===== src/rtl/core/ipxrt_pkg.sv =====
// Types and constants shared by the IPX route table and receive filter.
package ipxrt_pkg;

	localparam int ADDR_W = 48;
	localparam int NET_W = 32;
	localparam int DEV_W = 4;

	localparam logic [15:0] NO_CHECKSUM = 16'hFFFF;
	localparam logic [16:0] PKT_HDR_BYTES = 17'd30;
	localparam logic [3:0] MIN_ADDR_LEN = 4'd2;
	localparam logic [3:0] MAX_ADDR_LEN = 4'd6;
	localparam logic [ADDR_W-1:0] BROADCAST_NODE = {ADDR_W{1'b1}};

	typedef enum logic [1:0] {
		CMD_ADD_DIRECT = 2'd0,
		CMD_ADD_INDIRECT = 2'd1,
		CMD_DELETE = 2'd2,
		CMD_RECEIVE = 2'd3
	} cmd_t;

	typedef enum logic [3:0] {
		ST_OK = 4'd0,
		ST_UNREACH = 4'd1,
		ST_MULTIHOP = 4'd2,
		ST_NODEV = 4'd3,
		ST_BADLEN = 4'd4,
		ST_FULL = 4'd5,
		ST_NOTFOUND = 4'd6,
		ST_BADSUM = 4'd7,
		ST_SMALL = 4'd8,
		ST_HOPS = 4'd9,
		ST_NOROUTE = 4'd10
	} status_t;

	typedef enum logic [1:0] {
		ACT_NONE = 2'd0,
		ACT_DELIVER = 2'd1,
		ACT_FORWARD = 2'd2
	} action_t;

	// configuration register indexes
	localparam logic CFG_LOCAL_NODE = 1'b0;
	localparam logic CFG_HEADER_LENGTH = 1'b1;

	localparam logic [5:0] HEADER_LENGTH_RESET = 6'd14;

	// one route table entry (the gateway network is never read back, so not kept)
	typedef struct packed {
		logic [NET_W-1:0] net;
		logic [ADDR_W-1:0] gnode;
		logic routed;
		logic blue;
		logic [DEV_W-1:0] dev;
	} entry_t;

	typedef enum logic [2:0] {
		S_IDLE = 3'b001,
		S_SCAN = 3'b010,
		S_DECIDE = 3'b100
	} state_t;

endpackage


===== src/rtl/core/ipx_route_table_and_rx_filter.sv =====
// IPX route table with receive filter and forwarding decision, single module.
//
// Keeps up to ENTRIES routes, one per network, and serves four commands: add
// direct route, add indirect route (its gateway must be a direct route),
// delete route, and receive packet header. Every command gives exactly one
// result item. A received header is checked for checksum FFFF, minimum size
// (30 + header_length) and hop count, then delivered locally when addressed
// to local_node or broadcast, else forwarded through its route with the hop
// count plus one. Timing: one compare unit walks the table one entry per
// cycle through the registered read port of the route memory, so a command
// that needs the table is captured, scanned over all ENTRIES entries, and
// then decided and written back once the output register is free. A command
// settled by its early checks (bad device or address length, bad header,
// local delivery, hop limit) skips the scan and goes from capture to decide. in_ready is
// high only while no command is in progress; a finished result waits in the
// output register, and the next command may be accepted meanwhile. The
// configuration port writes local_node (index 0) and header_length (index 1)
// at any clock edge with cfg_we high; write it only while the block is idle.
module ipx_route_table_and_rx_filter
	import ipxrt_pkg::*;
#(
	parameter int ENTRIES = 16,
	parameter int MAX_HOPS = 16
) (
	input  logic        clk,
	input  logic        arst_n,
	// configuration
	input  logic        cfg_we,
	input  logic        cfg_index,
	input  logic [47:0] cfg_data,
	// command items
	input  logic        in_valid,
	output logic        in_ready,
	input  logic [1:0]  command,
	input  logic [31:0] network,
	input  logic [31:0] gateway_network,
	input  logic [47:0] gateway_node,
	input  logic [3:0]  device_index,
	input  logic        device_present,
	input  logic [3:0]  device_addr_len,
	input  logic        bluebook,
	input  logic [15:0] checksum,
	input  logic [15:0] packet_size,
	input  logic [7:0]  hop_count,
	input  logic [47:0] dest_node,
	// result items
	output logic        out_valid,
	input  logic        out_ready,
	output logic [3:0]  status,
	output logic [1:0]  action,
	output logic [4:0]  out_hop_count,
	output logic [3:0]  out_device,
	output logic [47:0] next_hop_node,
	output logic        out_bluebook
);

	localparam int IW = $clog2(ENTRIES);
	localparam int CW = IW + 1;
	localparam logic [CW-1:0] LAST_CNT = CW'(ENTRIES);
	localparam logic [7:0] MAX_HOPS_V = 8'(MAX_HOPS);

	// configuration registers
	logic [47:0] local_node_q;
	logic [5:0]  header_length_q;

	always_ff @(posedge clk or negedge arst_n) begin
		if (!arst_n) begin
			local_node_q <= '0;
			header_length_q <= HEADER_LENGTH_RESET;
		end else if (cfg_we) begin
			unique case (cfg_index)
				CFG_LOCAL_NODE:    local_node_q <= cfg_data;
				CFG_HEADER_LENGTH: header_length_q <= cfg_data[5:0];
				default:           ;
			endcase
		end
	end

	// sequencer
	state_t state_q;
	logic   accept;
	logic   out_free;
	logic   advance;

	assign in_ready = (state_q == S_IDLE);
	assign accept = in_valid && in_ready;
	assign out_free = !out_valid || out_ready;
	assign advance = (state_q == S_DECIDE) && out_free;

	// captured command
	cmd_t        cmd_q;
	logic [31:0] net_q;
	logic [31:0] gnet_q;
	logic [47:0] gnode_q;
	logic [3:0]  dev_q;
	logic        blue_q;
	logic [7:0]  hops_q;
	logic [47:0] dnode_q;

	// early checks done on the incoming item
	logic    pre_done;
	status_t pre_status;
	action_t pre_action;
	logic [16:0] size_min;
	cmd_t    in_cmd;

	logic    pre_done_q;
	status_t pre_status_q;
	action_t pre_action_q;

	assign in_cmd = cmd_t'(command);
	assign size_min = PKT_HDR_BYTES + 17'(header_length_q);

	always_comb begin
		pre_done = 1'b0;
		pre_status = ST_OK;
		pre_action = ACT_NONE;
		unique case (in_cmd)
			CMD_ADD_DIRECT: begin
				if (!device_present) begin
					pre_done = 1'b1;
					pre_status = ST_NODEV;
				end else if (device_addr_len > MAX_ADDR_LEN ||
						device_addr_len < MIN_ADDR_LEN) begin
					pre_done = 1'b1;
					pre_status = ST_BADLEN;
				end
			end
			CMD_ADD_INDIRECT, CMD_DELETE: ;
			CMD_RECEIVE: begin
				pre_done = 1'b1;
				priority if (checksum != NO_CHECKSUM) begin
					pre_status = ST_BADSUM;
				end else if ({1'b0, packet_size} < size_min) begin
					pre_status = ST_SMALL;
				end else if (hop_count > MAX_HOPS_V) begin
					pre_status = ST_HOPS;
				end else if (dest_node == local_node_q || dest_node == BROADCAST_NODE) begin
					pre_action = ACT_DELIVER;
				end else if (hop_count == MAX_HOPS_V) begin
					pre_status = ST_HOPS;
				end else begin
					pre_done = 1'b0;	// needs the route
				end
			end
			default: ;
		endcase
	end

	// route table: valid bits in flops, entries in a memory
	logic [ENTRIES-1:0] route_valid_q;
	entry_t             route_mem_q [ENTRIES];

	// scan counter and read stage
	logic [CW-1:0] cnt_q;
	logic          issue;
	logic          s1_valid_q;
	logic [IW-1:0] idx_s1;
	logic          rv_s1;
	entry_t        rd_s1;

	assign issue = (state_q == S_SCAN) && (cnt_q != LAST_CNT);

	// scan results
	logic          found_q;
	logic [IW-1:0] found_idx_q;
	entry_t        hit_q;
	logic          gfound_q;
	logic          g_routed_q;
	logic          g_blue_q;
	logic [3:0]    g_dev_q;
	logic          free_found_q;
	logic [IW-1:0] free_idx_q;

	logic net_hit, gw_hit, free_hit;
	assign net_hit = s1_valid_q && rv_s1 && (rd_s1.net == net_q);
	assign gw_hit = s1_valid_q && rv_s1 && (rd_s1.net == gnet_q);
	assign free_hit = s1_valid_q && !rv_s1;

	// decision
	logic          slot_ok;
	logic [IW-1:0] slot_idx;
	logic          wr_en;
	entry_t        wr_entry;
	logic          clr_en;
	status_t       d_status;
	action_t       d_action;
	logic [4:0]    d_hop;
	logic [3:0]    d_dev;
	logic [47:0]   d_nhop;
	logic          d_blue;

	assign slot_ok = found_q || free_found_q;
	assign slot_idx = found_q ? found_idx_q : free_idx_q;

	always_comb begin
		wr_en = 1'b0;
		clr_en = 1'b0;
		wr_entry = '{net: net_q, gnode: '0, routed: 1'b0, blue: blue_q, dev: dev_q};
		d_status = ST_OK;
		d_action = ACT_NONE;
		d_hop = '0;
		d_dev = '0;
		d_nhop = '0;
		d_blue = 1'b0;
		if (pre_done_q) begin
			d_status = pre_status_q;
			d_action = pre_action_q;
		end else begin
			unique case (cmd_q)
				CMD_ADD_DIRECT: begin
					if (!slot_ok) d_status = ST_FULL;
					else wr_en = 1'b1;
				end
				CMD_ADD_INDIRECT: begin
					// gateway fields were captured before any overwrite
					wr_entry = '{net: net_q, gnode: gnode_q, routed: 1'b1,
						blue: g_blue_q, dev: g_dev_q};
					priority if (!gfound_q) d_status = ST_UNREACH;
					else if (g_routed_q) d_status = ST_MULTIHOP;
					else if (!slot_ok) d_status = ST_FULL;
					else wr_en = 1'b1;
				end
				CMD_DELETE: begin
					if (!found_q) d_status = ST_NOTFOUND;
					else clr_en = 1'b1;
				end
				CMD_RECEIVE: begin
					if (!found_q) begin
						d_status = ST_NOROUTE;
					end else begin
						d_action = ACT_FORWARD;
						d_hop = 5'(hops_q + 8'd1);
						d_dev = hit_q.dev;
						d_nhop = hit_q.routed ? hit_q.gnode : dnode_q;
						d_blue = hit_q.blue;
					end
				end
				default: ;
			endcase
		end
	end

	// control state
	always_ff @(posedge clk or negedge arst_n) begin
		if (!arst_n) begin
			state_q <= S_IDLE;
			cnt_q <= '0;
			s1_valid_q <= 1'b0;
			found_q <= 1'b0;
			gfound_q <= 1'b0;
			free_found_q <= 1'b0;
			pre_done_q <= 1'b0;
			route_valid_q <= '0;
		end else begin
			s1_valid_q <= issue;
			if (issue) cnt_q <= cnt_q + CW'(1);
			if (net_hit) found_q <= 1'b1;
			if (gw_hit) gfound_q <= 1'b1;
			if (free_hit) free_found_q <= 1'b1;
			unique case (state_q)
				S_IDLE: begin
					if (accept) begin
						cnt_q <= '0;
						found_q <= 1'b0;
						gfound_q <= 1'b0;
						free_found_q <= 1'b0;
						pre_done_q <= pre_done;
						state_q <= pre_done ? S_DECIDE : S_SCAN;
					end
				end
				S_SCAN: begin
					if (cnt_q == LAST_CNT && !s1_valid_q) state_q <= S_DECIDE;
				end
				S_DECIDE: begin
					if (advance) begin
						if (wr_en) route_valid_q[slot_idx] <= 1'b1;
						if (clr_en) route_valid_q[found_idx_q] <= 1'b0;
						state_q <= S_IDLE;
					end
				end
				default: state_q <= S_IDLE;
			endcase
		end
	end

	// payload capture
	always_ff @(posedge clk) begin
		if (accept) begin
			cmd_q <= in_cmd;
			net_q <= network;
			gnet_q <= gateway_network;
			gnode_q <= gateway_node;
			dev_q <= device_index;
			blue_q <= bluebook;
			hops_q <= hop_count;
			dnode_q <= dest_node;
			pre_status_q <= pre_status;
			pre_action_q <= pre_action;
		end
		// first hit only; a network is in at most one entry
		if (net_hit && !found_q) begin
			found_idx_q <= idx_s1;
			hit_q <= rd_s1;
		end
		if (gw_hit && !gfound_q) begin
			g_routed_q <= rd_s1.routed;
			g_blue_q <= rd_s1.blue;
			g_dev_q <= rd_s1.dev;
		end
		if (free_hit && !free_found_q) free_idx_q <= idx_s1;
	end

	// route memory: one write port, one registered read port
	always_ff @(posedge clk) begin
		if (advance && wr_en) route_mem_q[slot_idx] <= wr_entry;
		rd_s1 <= route_mem_q[cnt_q[IW-1:0]];
		idx_s1 <= cnt_q[IW-1:0];
		rv_s1 <= route_valid_q[cnt_q[IW-1:0]];
	end

	// output register
	logic        out_valid_q;
	status_t     status_q;
	action_t     action_q;
	logic [4:0]  hop_q;
	logic [3:0]  odev_q;
	logic [47:0] nhop_q;
	logic        oblue_q;

	always_ff @(posedge clk or negedge arst_n) begin
		if (!arst_n) begin
			out_valid_q <= 1'b0;
		end else if (advance) begin
			out_valid_q <= 1'b1;
		end else if (out_ready) begin
			out_valid_q <= 1'b0;
		end
	end

	always_ff @(posedge clk) begin
		if (advance) begin
			status_q <= d_status;
			action_q <= d_action;
			hop_q <= d_hop;
			odev_q <= d_dev;
			nhop_q <= d_nhop;
			oblue_q <= d_blue;
		end
	end

	assign out_valid = out_valid_q;
	assign status = status_q;
	assign action = action_q;
	assign out_hop_count = hop_q;
	assign out_device = odev_q;
	assign next_hop_node = nhop_q;
	assign out_bluebook = oblue_q;

endmodule

===== config.mk =====
export PLATFORM = sky130hd
export DESIGN_NAME = ipx_route_table_and_rx_filter
export DESIGN_NICKNAME = d
export VERILOG_FILES = /design/src/rtl/core/ipxrt_pkg.sv /design/src/rtl/core/ipx_route_table_and_rx_filter.sv
export SDC_FILE = /design/constraint.sdc
export NUM_CORES = 2
export LEC_CHECK = 0
export BUFFER_PORTS_ARGS = -buffer_cell sky130_fd_sc_hd__buf_2
export CAP_MARGIN = 30
export CORE_ASPECT_RATIO = 1.2
export CORE_MARGIN = 2
export CORE_UTILIZATION = 46
export DETAILED_ROUTE_END_ITERATION = 16
export GPL_TIMING_DRIVEN = 0
export PLACE_DENSITY_LB_ADDON = 0.15
export SYNTH_ARGS = -nofsm -noshare
export SYNTH_HDL_FRONTEND = slang
export SYNTH_SLANG_ARGS = --single-unit

===== constraint.sdc =====
create_clock -name clk -period 12 [get_ports clk]
set_input_delay 2.4 -clock clk [delete_from_list [all_inputs] [get_ports clk]]
set_output_delay 2.4 -clock clk [all_outputs]
set_load 0.005 [all_outputs]

==> impl_metrics.csv <==
group,metric,value,unit
status,outcome,"complete, no violations",
place,placed_cell_area,75700,µm²
place,dp.cells,5420,
logic_synthesis,ys_ff_latch,1860,
final_layout,final_cell_mix,"edfxtp_1, mux4_2, buf_2, clkbuf_16, clkbuf_1",
logic_synthesis,async_reset_ff_share,4.52,%
logic_synthesis,synth_cell_types,55,
place,port_buffers,331,
route,drt-vias-per-instance,5.79,
setup_path,r2r-end,"hit_q[30]",
logic_synthesis,synth_ff_type,"edfxtp_1",
setup_path,worst_r2r_startpoint,"net_q[1]",
clock_network,htree_num_levels,4,
floorplan,num_io_pins,332,
final_layout,fill_cells,11400,
setup_path,required,9600,ps
route,num_vias,33400,
logic_synthesis,syn-num-nets,3294,
floorplan,die_w,358,µm
final_layout,synthToLayoutAreaGrowth,17.4,%
logic_synthesis,netlist_area,69400,µm²
final_layout,drive_above_1_share,33.2,%
final_layout,mostFrequentLayoutCell,"edfxtp_1",
final_layout,nets,3907,
logic_synthesis,syn-instance-count,3016,
clock_network,clk_path_buf_depth,3,
setup_path,crit_slowest_cell,"nor3b_1",
floorplan,die_y,429,µm
floorplan,rows,156,
grt,grtUsageTotal,23.8,%
logic_synthesis,yosysWarnings,0,
logic_synthesis,ys_seq_area_share,78.6,%
sta,tns,0,ps
route,drt_wl_total,183000,µm
setup_path,end_kind,"output port",
setup_path,crit_type,"register to output port",
grt,antenna_found_initial,8,
sta,fin_crit_sh,39.0,%
sta,whs,371,ps
clock_network,clock_sinks,1860,
setup_path,cp-start-kind,"register",
sta,clock_skew,26.1,ps
clock_network,clk_latency,810,ps
clock_network,cts-buffers-inserted,180,
flow_run,maxCapViolations,0,
place,gp_congestion,0.873,
sta,finalMaxSlewViolations,0,
sta,grt_setup_unrepaired,"false",
clock_network,cts.clk_slew.worst_paths,60,ps
sta,worst_pin_slew,1080,ps
sta,final.min_clock_period,4680,ps
setup_path,r2r_slack,8370,ps
setup_path,arrival,2280,ps
route,drtPass1Iterations,5,
sta,setup_violations,0,
final_layout,final_area,81400,µm²
setup_path,worstSetupEndpoint,"in_ready",
clock_network,tritoncts,"yes",
route,ant_nets,0,
floorplan,dieArea,154000,µm²
route,dr.first_iter.drc_count,3766,
floorplan,coreArea,150000,µm²
pwr,p_total,15.5,mW
pwr,peakVddDrop,171,µV
setup_path,path_max_fanout,4,
sta,slew_headroom,28.0,%
pwr,p_leak,26.5,nW
clock_network,cts_hold_buffers,0,
pwr,power.density,191,nW/µm²
setup_path,critPathLaunch,"state_q[0]",
place,dp_hpwl,120000,µm
setup_path,cp_cell_sequence,"nor3b_1 > buf_2",
min_path,min_path_type,"register to register",
floorplan,initial_utilization,46.2,%
grt,grt_max_degree,65,
final_layout,stdcell_count,5766,
logic_synthesis,synth_edf_count,1685,
logic_synthesis,avgSynthCellArea,23.0,µm²
setup_path,cpPeakStageDelay,670,ps
sta,fmax,0.214,GHz
grt,grt_pass1_vias,35000,
clock_network,cts_resized,0,
grt,overflow,0,
setup_path,r2r_cells,6,
route,avgRoutedWirePerCell,31.7,µm
route,drc,0,
clock_network,post_cts_buffers,0,
grt,grt_pass1_wl,255000,µm
sta,finalHoldViolCount,0,
clock_network,root_buffer,"clkbuf_16",
-- kinds of logic after synthesis --
group / share of synthesized area [%]
DFF: 78.6
muxes: 15.8
and+or+nand+nor: 2.06
buffers and inverters: 1.17
xor gates and xnor gates: 1.54
AOI/OAI and AO/OA: 0.621
adders and majority gates: 0.216
-- sequential cells by signal (all words and copies together) (netlist names), 6 cells and up --
register and cells:
route_mem_q 1376, rd_s1 86, hit_q 54, dnode_q 48, gnode_q 48, local_node_q 48
next_hop_node 48, gnet_q 32, net_q 32, route_valid_q 16, header_length_q 6
-- power by group --
part           total, mW  internal (mW)  switching [mW]
sequential          7.91           7.61           0.300
combinational       2.10          0.924            1.17
clock               5.51           3.12            2.39
total               15.5           11.7            3.87
-- worst max-delay path, delay by kind of cell (launching register included) --
kind / cells / cell delay (ps)
flip-flops: 1 / 570
buffers and inverters: 1 / 240
AND/OR/NAND/NOR: 1 / 670
-- Yosys cell counts (3+ instances only) --
cell	number	area, µm²
xor2_1	57	499
nor4_1	22	138
nor3b_1	4	30.0
a21oi_1	9	45.0
nor2b_1	4	25.0
mux4_2	435	9800
clkbuf_1	72	270
a31oi_1	3	18.8
inv_1	17	63.8
ha_1	12	150
mux2i_1	49	490
a2bb2oi_1	12	105
and3_1	49	307
nor2_1	93	349
o21ai_0	4	20.0
mux2_2	59	664
buf_6	32	360
xnor2_1	65	569
nand2b_1	7	43.8
nand3_1	10	50.1
buf_2	12	60.1
dfxtp_1	91	1820
or2_1	4	25.0
a32oi_1	4	35.0
nand2_1	22	82.6
nor3_1	5	25.0
a21o_1	3	22.5
dfrtp_1	80	2000
and2_1	9	56.3
buf_1	14	52.6
o32a_1	4	40.0
nand4_1	35	219
a211oi_1	4	30.0
edfxtp_1	1685	50600
dfstp_2	4	105
-- metal layers --
layer	track usage, %	routed length [µm]	vias to the layer above
met1	31.5	73000	17900
met5	0	42	-
met4	7.90	5490	8
met3	4.14	12200	283
met2	39.9	91800	1392
li1	-	-	13800
-- through the flow --
stage	util, %	setup WS, ps
3_3_place_gp	49.0	-1940
3_5_place_dp	50.4	6670
6_report	54.3	7320
5_1_grt	54.2	7260
2_1_floorplan	-	3860
4_1_cts	54.2	7280
-- final cells by class --
type	instances	area, µm²	area share [%]
Tap cell	1975	2470	3.03
Sequential cell	1860	54500	67.0
Inverter	18	70.1	0.0860
Buffer	130	747	0.917
Clock buffer	249	4980	6.11
Timing Repair Buffer	431	3690	4.53
Multi-Input combinational cell	1008	14200	17.4
Antenna cell	9	22.5	0.0277
Clock inverter	86	761	0.934
-- worst min-delay path by stage --
stage,start,to,slack [ps],depth (start not counted)
floorplan,cnt_q[2],idx_s1[2],350,0
global placement,cnt_q[2],idx_s1[2],350,0
detailed placement,cnt_q[3],idx_s1[3],360,0
CTS,cnt_q[3],idx_s1[3],370,0
global route,cnt_q[2],idx_s1[2],390,0
finish,cnt_q[3],idx_s1[3],370,0
Power figures use the tool's default switching activity.
